`src/sv/acpu_pkg.sv`:
```
// Package: shared types, codes and constants of the accumulator CPU.
`timescale 1ns / 1ps
package acpu_pkg;

  localparam int WORD_BITS_DEF  = 32;
  localparam int MEM_WORDS      = 2000;
  localparam int ADDR_BITS      = 11;
  localparam int USER_LIMIT     = 1000;
  localparam int REG_LIMIT      = 2048;
  localparam int TIMER_VECTOR   = 1000;
  localparam int SYSCALL_VECTOR = 1500;
  localparam int SAVE_PC_ADDR   = MEM_WORDS - 1;
  localparam int SAVE_SP_ADDR   = MEM_WORDS - 2;
  localparam int OP_BITS        = 6;
  localparam logic [15:0] TIMER_RESET = 16'd30;

  localparam logic ITEM_LOAD = 1'b0;
  localparam logic ITEM_STEP = 1'b1;

  localparam int PUT_INT  = 1;
  localparam int PUT_CHAR = 2;

  typedef enum logic [OP_BITS-1:0] {
    OP_LOAD_VALUE = 6'd1,  OP_LOAD_ADDR = 6'd2,  OP_LOAD_IND = 6'd3,
    OP_LOAD_IDX_X = 6'd4,  OP_LOAD_IDX_Y = 6'd5, OP_LOAD_SP_X = 6'd6,
    OP_STORE = 6'd7,       OP_GET = 6'd8,        OP_PUT = 6'd9,
    OP_ADD_X = 6'd10,      OP_ADD_Y = 6'd11,     OP_SUB_X = 6'd12,
    OP_SUB_Y = 6'd13,      OP_TO_X = 6'd14,      OP_FROM_X = 6'd15,
    OP_TO_Y = 6'd16,       OP_FROM_Y = 6'd17,    OP_TO_SP = 6'd18,
    OP_FROM_SP = 6'd19,    OP_JUMP = 6'd20,      OP_JEQ = 6'd21,
    OP_JNE = 6'd22,        OP_CALL = 6'd23,      OP_RET = 6'd24,
    OP_INC_X = 6'd25,      OP_DEC_X = 6'd26,     OP_PUSH = 6'd27,
    OP_POP = 6'd28,        OP_INT = 6'd29,       OP_IRET = 6'd30,
    OP_END = 6'd50
  } op_t;

  typedef enum logic [1:0] {
    ERR_NONE    = 2'd0,
    ERR_INVALID = 2'd1,
    ERR_MEM     = 2'd2
  } err_t;

  typedef enum logic [1:0] {
    INT_NONE    = 2'd0,
    INT_SYSCALL = 2'd1,
    INT_TIMER   = 2'd2
  } int_kind_t;

  typedef enum logic [3:0] {
    S_IDLE, S_TINT2, S_SINT2, S_FETCH, S_DECODE, S_OPER,
    S_IND, S_LOADAC, S_RETPC, S_IRET1, S_IRET2, S_DONE
  } state_t;

  typedef struct packed {
    logic                opcode;
    logic [10:0]         load_address;
    logic signed [31:0]  load_value;
    logic [6:0]          random_value;
  } req_t;

  typedef struct packed {
    logic                port_valid;
    logic                port_is_char;
    logic signed [31:0]  port_value;
    logic                halted;
    logic [1:0]          error_code;
  } rsp_t;

  typedef struct packed {
    logic                 we;
    logic [ADDR_BITS-1:0] addr;
  } mem_ctl_t;

  typedef struct packed {
    logic take;
    logic emit;
  } hs_t;

endpackage

```
`src/sv/acpu_core.sv`:
```
// CPU sequencer: registers, timer and instruction steps over the memory port.
`timescale 1ns / 1ps
module acpu_core #(
  parameter int WORD_BITS = acpu_pkg::WORD_BITS_DEF
) (
  input  logic                 clk,
  input  logic                 rst,
  input  logic                 cfg_wen,
  input  logic [15:0]          cfg_wdata,
  input  logic                 buf_valid,
  input  acpu_pkg::req_t       buf_req,
  input  logic                 out_free,
  output acpu_pkg::hs_t        hs,
  output acpu_pkg::rsp_t       rsp,
  output acpu_pkg::mem_ctl_t   mem_ctl,
  output logic [WORD_BITS-1:0] mem_wdata,
  input  logic [WORD_BITS-1:0] mem_rdata
);

  typedef logic [WORD_BITS-1:0] word_t;
  localparam int AB = acpu_pkg::ADDR_BITS;

  acpu_pkg::state_t    state, state_next;
  acpu_pkg::op_t       op, op_next;
  acpu_pkg::int_kind_t kind, kind_next;
  acpu_pkg::err_t      err, err_next;
  logic [AB-1:0] pc, pc_next, sp, sp_next;
  word_t ac, ac_next, x, x_next, y, y_next, s_tmp, s_tmp_next;
  logic kernel, kernel_next, pending, pending_next, stopped, stopped_next;
  logic stop, stop_next, put_v, put_v_next, put_char, put_char_next;
  logic [15:0] iut, iut_next, interval, interval_next;
  logic [6:0] rnd, rnd_next;
  word_t lim, sp_dec, rd_w, ea;
  logic [AB-1:0] sp_m1;

  always_ff @(posedge clk) begin
    if (rst) begin
      state    <= acpu_pkg::S_IDLE;
      kind     <= acpu_pkg::INT_NONE;
      err      <= acpu_pkg::ERR_NONE;
      pc       <= '0;
      sp       <= AB'(acpu_pkg::USER_LIMIT);
      ac       <= '0;
      x        <= '0;
      y        <= '0;
      kernel   <= 1'b0;
      pending  <= 1'b0;
      stopped  <= 1'b0;
      stop     <= 1'b0;
      put_v    <= 1'b0;
      put_char <= 1'b0;
      iut      <= acpu_pkg::TIMER_RESET;
      interval <= acpu_pkg::TIMER_RESET;
    end else begin
      state    <= state_next;
      kind     <= kind_next;
      err      <= err_next;
      pc       <= pc_next;
      sp       <= sp_next;
      ac       <= ac_next;
      x        <= x_next;
      y        <= y_next;
      kernel   <= kernel_next;
      pending  <= pending_next;
      stopped  <= stopped_next;
      stop     <= stop_next;
      put_v    <= put_v_next;
      put_char <= put_char_next;
      iut      <= iut_next;
      interval <= interval_next;
    end
  end

  always_ff @(posedge clk) begin
    op    <= op_next;
    s_tmp <= s_tmp_next;
    rnd   <= rnd_next;
  end

  always_comb begin
    state_next    = state;
    op_next       = op;
    kind_next     = kind;
    err_next      = err;
    pc_next       = pc;
    sp_next       = sp;
    ac_next       = ac;
    x_next        = x;
    y_next        = y;
    s_tmp_next    = s_tmp;
    kernel_next   = kernel;
    pending_next  = pending;
    stopped_next  = stopped;
    stop_next     = stop;
    put_v_next    = put_v;
    put_char_next = put_char;
    iut_next      = iut;
    interval_next = interval;
    rnd_next      = rnd;
    hs            = '0;
    rsp           = '0;
    mem_ctl       = '0;
    mem_wdata     = '0;
    lim    = kernel ? word_t'(acpu_pkg::MEM_WORDS) : word_t'(acpu_pkg::USER_LIMIT);
    sp_m1  = sp - AB'(1);
    sp_dec = word_t'(sp) - word_t'(1);
    rd_w   = mem_rdata;
    ea     = '0;

    case (state)
      acpu_pkg::S_IDLE: begin
        if (buf_valid) begin
          if (buf_req.opcode == acpu_pkg::ITEM_LOAD || stopped) begin
            if (out_free) begin
              hs.take = 1'b1;
              hs.emit = 1'b1;
              rsp.halted = stopped;
              if (buf_req.opcode == acpu_pkg::ITEM_LOAD &&
                  buf_req.load_address < AB'(acpu_pkg::MEM_WORDS)) begin
                mem_ctl.we   = 1'b1;
                mem_ctl.addr = buf_req.load_address;
                mem_wdata    = word_t'(buf_req.load_value);
              end
            end
          end else begin
            hs.take       = 1'b1;
            rnd_next      = buf_req.random_value;
            err_next      = acpu_pkg::ERR_NONE;
            stop_next     = 1'b0;
            put_v_next    = 1'b0;
            put_char_next = 1'b0;
            if (pending && kind == acpu_pkg::INT_NONE) begin
              pending_next = 1'b0;
              kernel_next  = 1'b1;
              kind_next    = acpu_pkg::INT_TIMER;
              mem_ctl.we   = 1'b1;
              mem_ctl.addr = AB'(acpu_pkg::SAVE_PC_ADDR);
              mem_wdata    = word_t'(pc);
              state_next   = acpu_pkg::S_TINT2;
            end else begin
              state_next = acpu_pkg::S_FETCH;
            end
          end
        end
      end
      acpu_pkg::S_TINT2, acpu_pkg::S_SINT2: begin
        mem_ctl.we   = 1'b1;
        mem_ctl.addr = AB'(acpu_pkg::SAVE_SP_ADDR);
        mem_wdata    = word_t'(sp);
        sp_next      = AB'(acpu_pkg::SAVE_SP_ADDR);
        if (state == acpu_pkg::S_TINT2) begin
          pc_next    = AB'(acpu_pkg::TIMER_VECTOR);
          state_next = acpu_pkg::S_FETCH;
        end else begin
          pc_next    = AB'(acpu_pkg::SYSCALL_VECTOR);
          state_next = acpu_pkg::S_DONE;
        end
      end
      acpu_pkg::S_FETCH: begin
        if (word_t'(pc) >= lim) begin
          stop_next = 1'b1;
          err_next  = acpu_pkg::ERR_MEM;
          state_next = acpu_pkg::S_DONE;
        end else begin
          mem_ctl.addr = pc;
          pc_next      = pc + AB'(1);
          state_next   = acpu_pkg::S_DECODE;
        end
      end
      acpu_pkg::S_DECODE: begin
        op_next    = acpu_pkg::op_t'(rd_w[acpu_pkg::OP_BITS-1:0]);
        state_next = acpu_pkg::S_DONE;
        if ((rd_w >> acpu_pkg::OP_BITS) != '0) begin
          err_next = acpu_pkg::ERR_INVALID;
        end else begin
          case (acpu_pkg::op_t'(rd_w[acpu_pkg::OP_BITS-1:0]))
            acpu_pkg::OP_LOAD_VALUE, acpu_pkg::OP_LOAD_ADDR, acpu_pkg::OP_LOAD_IND,
            acpu_pkg::OP_LOAD_IDX_X, acpu_pkg::OP_LOAD_IDX_Y, acpu_pkg::OP_STORE,
            acpu_pkg::OP_PUT, acpu_pkg::OP_JUMP, acpu_pkg::OP_JEQ, acpu_pkg::OP_JNE,
            acpu_pkg::OP_CALL: begin
              if (word_t'(pc) >= lim) begin
                stop_next = 1'b1;
                err_next  = acpu_pkg::ERR_MEM;
              end else begin
                mem_ctl.addr = pc;
                pc_next      = pc + AB'(1);
                state_next   = acpu_pkg::S_OPER;
              end
            end
            acpu_pkg::OP_LOAD_SP_X: begin
              ea = word_t'(sp) + x;
              if (ea >= lim) begin
                stop_next = 1'b1;
                err_next  = acpu_pkg::ERR_MEM;
              end else begin
                mem_ctl.addr = ea[AB-1:0];
                state_next   = acpu_pkg::S_LOADAC;
              end
            end
            acpu_pkg::OP_GET:     ac_next = word_t'(rnd);
            acpu_pkg::OP_ADD_X:   ac_next = ac + x;
            acpu_pkg::OP_ADD_Y:   ac_next = ac + y;
            acpu_pkg::OP_SUB_X:   ac_next = ac - x;
            acpu_pkg::OP_SUB_Y:   ac_next = ac - y;
            acpu_pkg::OP_TO_X:    x_next = ac;
            acpu_pkg::OP_FROM_X:  ac_next = x;
            acpu_pkg::OP_TO_Y:    y_next = ac;
            acpu_pkg::OP_FROM_Y:  ac_next = y;
            acpu_pkg::OP_TO_SP: begin
              if (ac >= word_t'(acpu_pkg::REG_LIMIT)) begin
                stop_next = 1'b1;
                err_next  = acpu_pkg::ERR_MEM;
              end else begin
                sp_next = ac[AB-1:0];
              end
            end
            acpu_pkg::OP_FROM_SP: ac_next = word_t'(sp);
            acpu_pkg::OP_INC_X:   x_next = x + word_t'(1);
            acpu_pkg::OP_DEC_X:   x_next = x - word_t'(1);
            acpu_pkg::OP_RET, acpu_pkg::OP_POP, acpu_pkg::OP_IRET: begin
              if (word_t'(sp) >= lim) begin
                stop_next = 1'b1;
                err_next  = acpu_pkg::ERR_MEM;
              end else begin
                mem_ctl.addr = sp;
                sp_next      = sp + AB'(1);
                if (rd_w[acpu_pkg::OP_BITS-1:0] == acpu_pkg::OP_RET) begin
                  state_next = acpu_pkg::S_RETPC;
                end else if (rd_w[acpu_pkg::OP_BITS-1:0] == acpu_pkg::OP_POP) begin
                  state_next = acpu_pkg::S_LOADAC;
                end else begin
                  state_next = acpu_pkg::S_IRET1;
                end
              end
            end
            acpu_pkg::OP_PUSH: begin
              if (sp == '0 || sp_dec >= lim) begin
                stop_next = 1'b1;
                err_next  = acpu_pkg::ERR_MEM;
              end else begin
                mem_ctl.we   = 1'b1;
                mem_ctl.addr = sp_m1;
                mem_wdata    = ac;
                sp_next      = sp_m1;
              end
            end
            acpu_pkg::OP_INT: begin
              if (kind == acpu_pkg::INT_NONE) begin
                kernel_next  = 1'b1;
                kind_next    = acpu_pkg::INT_SYSCALL;
                mem_ctl.we   = 1'b1;
                mem_ctl.addr = AB'(acpu_pkg::SAVE_PC_ADDR);
                mem_wdata    = word_t'(pc);
                state_next   = acpu_pkg::S_SINT2;
              end
            end
            acpu_pkg::OP_END: begin
              stop_next = 1'b1;
              err_next  = acpu_pkg::ERR_NONE;
            end
            default: err_next = acpu_pkg::ERR_INVALID;
          endcase
        end
      end
      acpu_pkg::S_OPER: begin
        state_next = acpu_pkg::S_DONE;
        case (op)
          acpu_pkg::OP_LOAD_VALUE: ac_next = rd_w;
          acpu_pkg::OP_LOAD_ADDR, acpu_pkg::OP_LOAD_IND, acpu_pkg::OP_LOAD_IDX_X,
          acpu_pkg::OP_LOAD_IDX_Y, acpu_pkg::OP_STORE: begin
            if (op == acpu_pkg::OP_LOAD_IDX_X) begin
              ea = rd_w + x;
            end else if (op == acpu_pkg::OP_LOAD_IDX_Y) begin
              ea = rd_w + y;
            end else begin
              ea = rd_w;
            end
            if (ea >= lim) begin
              stop_next = 1'b1;
              err_next  = acpu_pkg::ERR_MEM;
            end else begin
              mem_ctl.addr = ea[AB-1:0];
              if (op == acpu_pkg::OP_STORE) begin
                mem_ctl.we = 1'b1;
                mem_wdata  = ac;
              end else if (op == acpu_pkg::OP_LOAD_IND) begin
                state_next = acpu_pkg::S_IND;
              end else begin
                state_next = acpu_pkg::S_LOADAC;
              end
            end
          end
          acpu_pkg::OP_PUT: begin
            if (rd_w == word_t'(acpu_pkg::PUT_INT) || rd_w == word_t'(acpu_pkg::PUT_CHAR)) begin
              put_v_next    = 1'b1;
              put_char_next = (rd_w == word_t'(acpu_pkg::PUT_CHAR));
            end
          end
          acpu_pkg::OP_JUMP, acpu_pkg::OP_JEQ, acpu_pkg::OP_JNE, acpu_pkg::OP_CALL: begin
            if (op == acpu_pkg::OP_CALL) begin
              if (sp == '0 || sp_dec >= lim) begin
                stop_next = 1'b1;
                err_next  = acpu_pkg::ERR_MEM;
              end else begin
                mem_ctl.we   = 1'b1;
                mem_ctl.addr = sp_m1;
                mem_wdata    = word_t'(pc);
                sp_next      = sp_m1;
              end
            end
            if (op == acpu_pkg::OP_JUMP || op == acpu_pkg::OP_CALL ||
                (op == acpu_pkg::OP_JEQ && ac == '0) ||
                (op == acpu_pkg::OP_JNE && ac != '0)) begin
              if (rd_w >= word_t'(acpu_pkg::REG_LIMIT)) begin
                stop_next = 1'b1;
                err_next  = acpu_pkg::ERR_MEM;
              end else begin
                pc_next = rd_w[AB-1:0];
              end
            end
          end
          default: ;
        endcase
      end
      acpu_pkg::S_IND: begin
        if (rd_w >= lim) begin
          stop_next  = 1'b1;
          err_next   = acpu_pkg::ERR_MEM;
          state_next = acpu_pkg::S_DONE;
        end else begin
          mem_ctl.addr = rd_w[AB-1:0];
          state_next   = acpu_pkg::S_LOADAC;
        end
      end
      acpu_pkg::S_LOADAC: begin
        ac_next    = rd_w;
        state_next = acpu_pkg::S_DONE;
      end
      acpu_pkg::S_RETPC: begin
        if (rd_w >= word_t'(acpu_pkg::REG_LIMIT)) begin
          stop_next = 1'b1;
          err_next  = acpu_pkg::ERR_MEM;
        end else begin
          pc_next = rd_w[AB-1:0];
        end
        state_next = acpu_pkg::S_DONE;
      end
      acpu_pkg::S_IRET1: begin
        s_tmp_next = rd_w;
        if (word_t'(sp) >= lim) begin
          stop_next  = 1'b1;
          err_next   = acpu_pkg::ERR_MEM;
          state_next = acpu_pkg::S_DONE;
        end else begin
          mem_ctl.addr = sp;
          sp_next      = sp + AB'(1);
          state_next   = acpu_pkg::S_IRET2;
        end
      end
      acpu_pkg::S_IRET2: begin
        if (kind == acpu_pkg::INT_TIMER) begin
          pending_next = 1'b0;
        end
        kind_next   = acpu_pkg::INT_NONE;
        kernel_next = 1'b0;
        if (s_tmp >= word_t'(acpu_pkg::REG_LIMIT) || rd_w >= word_t'(acpu_pkg::REG_LIMIT)) begin
          stop_next = 1'b1;
          err_next  = acpu_pkg::ERR_MEM;
        end else begin
          sp_next = s_tmp[AB-1:0];
          pc_next = rd_w[AB-1:0];
        end
        state_next = acpu_pkg::S_DONE;
      end
      acpu_pkg::S_DONE: begin
        if (out_free) begin
          hs.emit    = 1'b1;
          state_next = acpu_pkg::S_IDLE;
          rsp.error_code = err;
          if (stop) begin
            stopped_next = 1'b1;
            rsp.halted   = 1'b1;
          end else begin
            rsp.port_valid   = put_v;
            rsp.port_is_char = put_v & put_char;
            rsp.port_value   = put_v ? 32'($signed(ac)) : '0;
            if (iut <= 16'd1) begin
              pending_next = 1'b1;
              iut_next     = interval;
            end else begin
              iut_next = iut - 16'd1;
            end
          end
        end
      end
      default: state_next = acpu_pkg::S_IDLE;
    endcase

    if (cfg_wen) begin
      interval_next = cfg_wdata;
      iut_next      = cfg_wdata;
    end
  end

`ifndef ASSERT_OFF
  a_mem_range: assert property (@(posedge clk) disable iff (rst)
    mem_ctl.we |-> mem_ctl.addr < AB'(acpu_pkg::MEM_WORDS))
    else $error("memory write out of range");
  a_stopped_holds: assert property (@(posedge clk) disable iff (rst)
    stopped |=> stopped)
    else $error("halt state cleared");
  a_kind_kernel: assert property (@(posedge clk) disable iff (rst)
    kind != acpu_pkg::INT_NONE |-> kernel)
    else $error("interrupt active outside kernel mode");
  a_mem_err_halts: assert property (@(posedge clk) disable iff (rst)
    hs.emit && rsp.error_code == acpu_pkg::ERR_MEM |-> rsp.halted)
    else $error("memory violation without halt");
`endif

endmodule

```
`config.mk`:
```
export PLATFORM = sky130hd
export DESIGN_NAME = acpu_core
export DESIGN_NICKNAME = d
export VERILOG_FILES = /design/src/sv/acpu_pkg.sv /design/src/sv/acpu_core.sv
export SDC_FILE = /design/constraint.sdc
export NUM_CORES = 1
export LEC_CHECK = 0
export ABC_AREA = 1
export BUFFER_PORTS_ARGS = -buffer_cell sky130_fd_sc_hd__buf_2
export CORE_UTILIZATION = 25
export DETAILED_ROUTE_END_ITERATION = 6
export GPL_ROUTABILITY_DRIVEN = 0
export HOLD_SLACK_MARGIN = 0.06
export PLACE_DENSITY = 0.47
export SYNTH_ARGS = -nofsm -noshare
export SYNTH_HDL_FRONTEND = slang
export SYNTH_SLANG_ARGS = --single-unit
```
`constraint.sdc`:
```
create_clock -name clk -period 8 [get_ports clk]
set_input_delay 1.6 -clock clk [delete_from_list [all_inputs] [get_ports clk]]
set_output_delay 1.6 -clock clk [all_outputs]
set_load 0.1 [all_outputs]
```
# [Yosys cells after proc, flatten, opt, wreduce, memory -nomap -nowiden]
# Cells that the tools add are included.
# Widths: inputs -> output; s select.
[totals] output_inout_bits=83 reg_bits=209
[classes] eq_ne=89 order_cmp=11 reduce_logical=48 muxes=170 n_bitwise=4 addsub=14
[ops] op="$mux 32" n=15
[ops] op="$mux 11" n=24
[ops] op="$pmux 32 s8" n=1
[ops] op="$pmux 32 s3" n=2
[ops] op="$add 32x32->32" n=4
[ops] op="$ge 32x11->1" n=4
[ops] op="$pmux 32 s2" n=2
[ops] op="$pmux 32 s4" n=1
[ops] op="$mux 12" n=10
[ops] op="$eq 6x5->1 const B" n=19
[ops] op="$pmux 11 s5" n=2
[ops] op="$ge 32x12->1 const B" n=3
[ops] op="$mux 16" n=5
[ops] op="$pmux 11 s7" n=1
[ops] op="$mux 34" n=2
[ops] op="$pmux 11 s6" n=1
[ops] op="$mux 4" n=16
[ops] op="$reduce_bool 32->1" n=2
[ops] op="$sub 32x32->32" n=2
[ops] op="$eq 6x4->1 const B" n=9
[ops] op="$mux 2" n=25
[ops] op="$mux 1" n=43
[ops] op="$eq 6x3->1 const B" n=7
[ops] op="$mux 37" n=1
[ops] op="68 further kinds" n=135

# [Logic depth before layout (Yosys ltp)]
# Gate-level depths: netlist (run 1).
[logic_depth] ltp_word=9 depth_mapped=30 mapped_depth_nobuf=30

# [Worst setup path before layout (run 1)]
# No wires, ideal clock.
[synth_timing] kind="input to output" start="input port mem_rdata[0]" end="output port mem_wdata[12]" setup_slack_ns=1.410 path_buffers=1 stages=25 arrival_time_ns=4.990 path_cell_list="ha_1 -> inv_1 -> fa_1 -> inv_1 -> nand3_1 -> nand2_2 -> a21oi_1 -> o21ai_0 -> xnor2_1 -> nand2_1 -> o21ai_0 -> a21oi_1 -> ha_1 -> nand3_1 -> nor2_1 -> nand3_1 -> nand3_1 -> nor2_2 -> nand2_4 -> clkinv_4 -> nand2_4 -> o21ai_4 -> buf_6 -> nand2_1 -> nand2_1"
[synth_between] elab_chain_len=9 word_cells_on_any_way=14 cone_classes="add/sub (2); order compare (1); eq/ne (2); mux (9)"
[synth_rtl] element="start, declared" line="acpu_core.sv:17" text="input logic [WORD_BITS-1:0] mem_rdata"
[synth_rtl] element="$add 32x32->32" line="acpu_core.sv:274" text="ea = rd_w + y;"
[synth_rtl] element="$mux 32" line="acpu_core.sv:273" text="end else if (op == acpu_pkg::OP_LOAD_IDX_Y) begin"
[synth_rtl] element="$mux 32" line="acpu_core.sv:271" text="if (op == acpu_pkg::OP_LOAD_IDX_X) begin"
[synth_rtl] element="$mux 32" line="acpu_core.sv:267" text="case (op)"
[synth_rtl] element="$mux 32" line="acpu_core.sv:110" text="case (state)"
[synth_rtl] element="$ge 32x11->1" line="acpu_core.sv:278" text="if (ea >= lim) begin"
[synth_rtl] element="$mux 32" line="acpu_core.sv:278"
[synth_rtl] element="$pmux 32 s2" line="acpu_core.sv:267"
[synth_rtl] element="$pmux 32 s4 (*)" line="acpu_core.sv:110"
[synth_rtl] element="end, declared" line="acpu_core.sv:16" text="output logic [WORD_BITS-1:0] mem_wdata,"
# Every way passes the cells marked *; elsewhere a longest branch is shown, timed or not. The select of a mux whose other input is x is not followed.

# [Worst setup path in the final report (run 1)]
[layout_timing] start="input port mem_rdata[0]" end="output port mem_wdata[30]"
# Same word-level chain as after synthesis.

==> impl_results.md, run 1 <==
* Area Growth Syn to Fin at 15.7%
* Slew HR at a little over a quarter
* Pre-CTS setup slack at a little under 600 ps
* Final std cells w/o fill at between 5,000 and 6,000
* EDFF count, synth at 45
* Met2 Use GR at between 30% and 40%
* DR WL/cell at 22.4 µm
* Max-cap violations at 0
* Cells after DPL at 5,673
* Largest net degree at the start of global routing at 70
* Mux cell area share after synthesis at 0%
* Final Max Slew Viols at 0
* M3 GR Usage at roughly 3.1%
* Tot GR Track Use at 23.9%
* Commonest cells post-synth: 1,065 x nand2_1, 532 x inv_1, 458 x nor2_1
* Final worst setup slack at 514 ps
* Number of gates resized after CTS at 0
* Count leader, synth: nand2_1
* Clock Latency Late Sink at 630 ps
* Crit start category: input pin
* Drc violations at 0
* Maximum vdd drop at 0.151 mV
* Worst EP arrival at roughly 5900 ps
* Setup Buffers After CTS at 0
* Final hold violation count at 0
* Fraction of the mapped netlist area in simple logic gates at between 30% and 40%
* H-Tree Depth at 1
* Post-route minimum period at roughly 7500 ps
* Drt total wl at 128,000 µm
* Fin Setup TNS at 0 ps
* RSZ-0062 raised after global routing: no
* Power density over the cells at 192 nW/µm²
* Drt pass-1 iters at 6
* Worst setup EP type: output pin
* Ys Warns at 0
* Grt peak-use layer: met2
* Area of the multi-input gates at 17,900 µm²
* Max Fanout on Critical Path at 21
* Total power at 5.58 mW
* Worst-Margin Slew at 1080 ps
* Row count at approximately 120
* Clock Pin Slew Worst Setup and Hold Paths at 50 ps
* Post-synthesis xor/xnor area fraction at 2.78%
* Outcome: complete, no violations
* Sink Count at approximately 210
* CP Class: in2out
* Crit path required time at 6400 ps
* CTS tree: done
* Top cells by area, synth: nand2_1 16%, dfxtp_1 13%, ha_1 8.4%, a21oi_1 8.3%, inv_1 7.9%
* Mapped Area at between 20,000 and 30,000 µm²
* Register area share after synthesis at 18.4%
* DP HPWL at 102,000 µm
* Top cell type's share of synthesized area at 15.9%
* Tcrit/Tclk final at between 90% and 100%
* Max Freq at 0.134 GHz
* Largest family of logic cells by synthesized area: simple AND/OR/NAND/NOR gates
* Post-CTS Hold Fix Bufs at 0
* Final setup vio count at 0
* Die Width at 319 µm
* CTS Buffer Depth at 3
* Reg area at between 4000 and 5000 µm²
* Starting DRT DRC Count at between 3,000 and 4,000
* Post-synth top flop: dfxtp_1
* Die area at 102,000 µm²
* Vias in the first global route at 29,000
* Hold Slack at 453 ps
* Core Box Area at between 100,000 and 150,000 µm²
* Mean Syn Cell Area at about 5.9 µm²
* Final-stage net count at 4,684
* Total number of vias at 31,100
* Post-synthesis adder-cell area fraction at under 10%
* Via/cell ratio at 5.42
* Root Buffer: clkbuf_16
* Static leakage at 13.6 nW
* Post-Syn Instances at around 4,300
* Num CTS Buffers at 29
* Initial antenna violation count at 2
* Synth Register Bits at 209
* Ys async rst share at 0%
* Hold WC Path Type: reg2reg
* Most area-hungry cell type in the Yosys netlist: nand2_1
* Clock skew at 26.9 ps
* First-pass GRT wire length at 186,000 µm
* Compound-gate portion of the synthesized area at 24.9%
* Filler cells at 11,200
* IO Port Bufs at 186
* Synthesized netlist net count at 4,543
* Yosys cell types at 72
* Gr ovfl total at 0
* Initial Util at 25.2%
* I/O pins at around 190
* M1 GR Usage at about a third
* Die Ht at around 320 µm
* Number of nets with antenna violations after routing at 0
* Share of layout cells above drive strength 1 at about 8.7%
power by group:
| group | internal (mW) | switching (mW) | total [mW] |
|---|---|---|---|
| Sequential | 1.18 | 0.162 | 1.34 |
| Clock | 0.733 | 0.595 | 1.33 |
| Combinational | 0.802 | 2.11 | 2.91 |
critical path, cell delays in order:
cell      delay, ps
buf_2           140
ha_1            220
inv_1            70
fa_1            380
inv_1           110
nand3_1          90
nand2_2         120
a21oi_1          90
o21ai_0         250
xnor2_1         100
nand2_1          60
o21ai_0         110
a21oi_1         460
ha_1            340
nand3_1          90
nor2_1           50
nand3_1          90
nand3_1          90
nor2_2          160
nand2_4         130
clkinv_4        130
nand2_4          90
o21ai_4         130
buf_4           330
nand2_1         110
nand2_1         130
buf_12          180
cell families (layout without fill, tap and decap cells):
family | Yosys count | count (layout)
other | 0 | 1
AND/OR/NAND/NOR | 2049 | 2049
XOR/XNOR | 80 | 80
flip-flops | 209 | 209
AO/OA/AOI/OAI | 1066 | 1066
buffers and inverters | 687 | 851
adder cells (fa/ha/maj) | 174 | 174
placed cells by master (no fill, tap or decap), types with 7 or more instances in the layout:
cell       netlist  routed
a22oi_1         13      13
inv_1          532     531
ha_1           169     169
a31oi_1         38      38
or2_2           22      22
clkbuf_16        0      29
o21ai_0        299     299
nor3_1          80      80
nor2_2           9      11
dfxtp_1        164     164
buf_4            1      55
buf_2           21     149
nand2_1       1065    1064
nor2_1         458     455
inv_2           17      18
nand3_2          5       7
o31ai_1         16      16
nor3_2           8       8
o221ai_1        37      37
edfxtp_1        45      45
nand3_1        256     254
nand3b_1        20      20
o2111ai_1       20      20
o211ai_1        34      34
nor4_1          21      21
a21o_1          10      10
a21oi_1        416     416
buf_12           0      36
o22ai_1         53      53
o21bai_1        14      14
a221oi_1        28      28
o21a_1          15      15
xor2_1          55      55
nand4_1         70      70
xnor2_1         25      25
nand2_2          9      10
a211oi_1        35      35
layer usage:
metal  vias up  wire [µm]
li1      14800          -
met5         -          7
met1     14600      55100
met4         2       5200
met3       246      10300
met2      1405      57400
flip-flops by register name (all words and copies together), names as in the netlist, 2 cells and up:
signal,flops
pc,11
op,6
kind,2
sp,11
iut,16
ac,32
interval,16
y,32
s_tmp,32
err,2
rnd,7
x,32
state,4
worst paths after layout:
path / end / startpoint / slack [ps] / depth (start not counted)
worst max-delay path: mem_wdata[30] / mem_rdata[0] / 510 / 27
worst min register to register: interval[2]$_SDFFE_PP1P_ / interval[2]$_SDFFE_PP1P_ / 450 / 2
worst min-delay path: interval[2]$_SDFFE_PP1P_ / interval[2]$_SDFFE_PP1P_ / 450 / 2
worst max register to register: ac[31]$_SDFFE_PP0P_ / y[1]$_SDFFE_PP0P_ / 2790 / 29
area by class of cell:
cell class | count | area share, %
Antenna cell | 1 | 0.00859
Multi-Input combinational cell | 3369 | 61.6
Inverter | 557 | 7.20
Timing Repair Buffer | 240 | 6.45
Sequential cell | 209 | 15.9
Clock inverter | 14 | 0.404
Clock buffer | 40 | 2.84
Tap cell | 1298 | 5.58
stage by stage:
step,instance area [µm²],utilization [%]
after floorplan,25200,-
after global placement,28200,28.2
final,29100,29.1
after detailed placement,28200,28.2
after global routing,29100,29.1
after CTS,29100,29.1
No activity file was read; power rests on OpenSTA's default activity.
==> run 2: changes to the inputs <==
CORE_ASPECT_RATIO = 0.7   (was not set)
REMOVE_ABC_BUFFERS = 1   (was not set)
clock period = 9 ns   (was 8 ns; I/O delays follow)
==> run 2 against run 1 <==
Hold slack is essentially flat. Combinational power shrank 14%. Largest power group unchanged. Sequential share of layout area grew 0.38 points.
==> impl_results.md, run 2 (synthesized netlist as in run 1, its figures left out) <==
* Outcome: complete, no violations
* DR WL/cell at 22.8 µm (+2.0%)
* Starting DRT DRC Count at 3,803 (+20%)
* Total power at 4.78 mW (-14%)
* CTS tree: done
* Max Freq at 0.123 GHz
* Crit path required time at 7200 ps (+800 ps)
* DP HPWL at 104,000 µm (+1.8%)
* Share of layout cells above drive strength 1 at 8.37% (-0.32 points)
* Worst setup EP type: output pin
* Post-CTS Hold Fix Bufs at 0 (unchanged)
* Clock Pin Slew Worst Setup and Hold Paths at 60 ps (about the same)
* Root Buffer: clkbuf_16
* Setup Buffers After CTS at 0 (unchanged)
* Sink Count at 209 (unchanged)
* Core Box Area at 98,900 µm² (-1.1%)
* Final setup vio count at 0 (unchanged)
* H-Tree Depth at 1 (unchanged)
* Die Width at 381 µm (+19%)
* RSZ-0062 raised after global routing: no
* Row count at 96 (-17%)
* Largest net degree at the start of global routing at 70 (unchanged)
* Reg area at 4630 µm² (unchanged)
* Total number of vias at 31,200 (+0.58%)
* Final Max Slew Viols at 0 (unchanged)
* Worst EP arrival at 6310 ps (+420 ps)
* Area Growth Syn to Fin at 13.0%
* Power density over the cells at 168 nW/µm² (-12%)
* I/O pins at 187 (unchanged)
* Gr ovfl total at 0 (unchanged)
* Max-cap violations at 0 (unchanged)
* Fin Setup TNS at 0 ps (unchanged)
* CP Class: reg2out
* Commonest non-fill, non-tap cell in the layout: nand2_1
* Post-route cell area at 28,400 µm² (-2.3%)
* Via/cell ratio at 5.44 (+0.34%)
* Number of gates resized after CTS at 0 (unchanged)
* Setup crit start: sp[1]$_SDFFE_PP0P_
* Hold Slack at 453 ps (-0.290 ps)
* Vias in the first global route at 28,000 (-3.2%)
* First-pass GRT wire length at 189,000 µm (+1.6%)
* Clock Latency Late Sink at 620 ps (about the same)
* Initial Util at 25.5% (+0.29 points)
* Initial antenna violation count at 4 (+2)
* Final hold violation count at 0 (unchanged)
* Post-layout util at 28.8% (-0.35 points)
* Commonest non-fill, non-tap cells in the layout: 1,064 x nand2_1, 531 x inv_1, 455 x nor2_1, 416 x a21oi_1, 299 x o21ai_0
* Slew HR at 12.6% (-15 points)
* Post-route minimum period at 8110 ps
* Max Fanout on Critical Path at 9 (-57%)
* Final-stage net count at 4,676 (-0.17%)
* Static leakage at 13.4 nW (-1.4%)
* Maximum vdd drop at 0.226 mV (+50%)
* Placed inst area at 27,600 µm² (-2.0%)
* Number of nets with antenna violations after routing at 0 (unchanged)
* CTS Buffer Depth at 3 (unchanged)
* Drc violations at 0 (unchanged)
* Hold WC Path Type: reg2reg
* Drt pass-1 iters at 7 (+1)
* Tcrit/Tclk final at between 90% and 100%
* Drt total wl at 131,000 µm (+2.2%)
* Die area at 102,000 µm² (about the same)
* Crit start category: register
* Worst-Margin Slew at 1310 ps (+227 ps)
* Hold Crit Start: interval[3]$_SDFFE_PP1P_
* Clock skew at 30.1 ps (+3.22 ps)
* Die Ht at 267 µm (-16%)
* Num CTS Buffers at 27 (-6.9%)
* Tot GR Track Use at 24.5% (+0.60 points)
* Worst reg2reg path startpoint: x[1]$_SDFFE_PP0P_
* Area of the multi-input gates at 17,900 µm² (about the same)
* IO Port Bufs at 186 (unchanged)
* Filler cells at 11,200 (-0.28%)
[run 2: changes by cell type in the layout (fill, tap and decap cells not counted), sizes merged]
| cell | change |
|---|---|
| clkinv | +9 |
| buf | -6 |
| inv | -8 |
| clkbuf | -5 |
| clkinvlp | -1 |
[run 2: per-stage QoR]
step                      setup slack (ps)  std cells
after detailed placement               999       5692
after global placement                1030       5692
final                                  885       5742
after floorplan                       1920       4135
after CTS                              993       5741
after global routing                   687       5741
[run 2: critical path, stage by stage, from the launching register on]
cell      delay [ps]
dfxtp_1          720
inv_1            390
fa_1             540
inv_1             90
nand3_1           70
nand3_1          160
xor2_1           450
inv_1             90
ha_1             300
a21oi_1          140
o21ai_0           90
nand2_1           70
nor2_1            40
nand4_1          100
nand3b_1          80
nor2_1           560
nand3_2          420
o21ai_0          710
a21oi_1          140
nand2_1          110
buf_2            430
[run 2: final timing paths]
kind	to	slack (ps)	cells after the start
max reg2reg	ac[29]$_SDFFE_PP0P_	3520	25
min	interval[3]$_SDFFE_PP1P_	450	2
min reg2reg	interval[3]$_SDFFE_PP1P_	450	2
max	mem_ctl[1]	890	20
[run 2: area by class of cell]
cell class,count,share of cell area (%)
sequential,209,16.3
inverter,557,7.38
multi-input combinational,3369,63.1
clock buffer,35,2.63
clock inverter,14,0.255
antenna,1,0.00880
timing repair buffer,234,4.55
tap,1323,5.82
[run 2: layer usage]
| layer | global-route usage, % | vias to the layer above | wire length, µm |
|---|---|---|---|
| li1 | - | 14800 | - |
| met1 | 36.7 | 14600 | 60900 |
| met2 | 34.5 | 1694 | 51300 |
| met3 | 6.61 | 155 | 16000 |
| met4 | 4.77 | 4 | 2630 |
| met5 | 0 | - | 27 |
[run 2: where the power goes]
part / switching [mW] / internal [mW]
Clock: 0.505 / 0.581
Combinational: 1.89 / 0.606
Sequential: 0.157 / 1.05
Total: 2.55 / 2.23
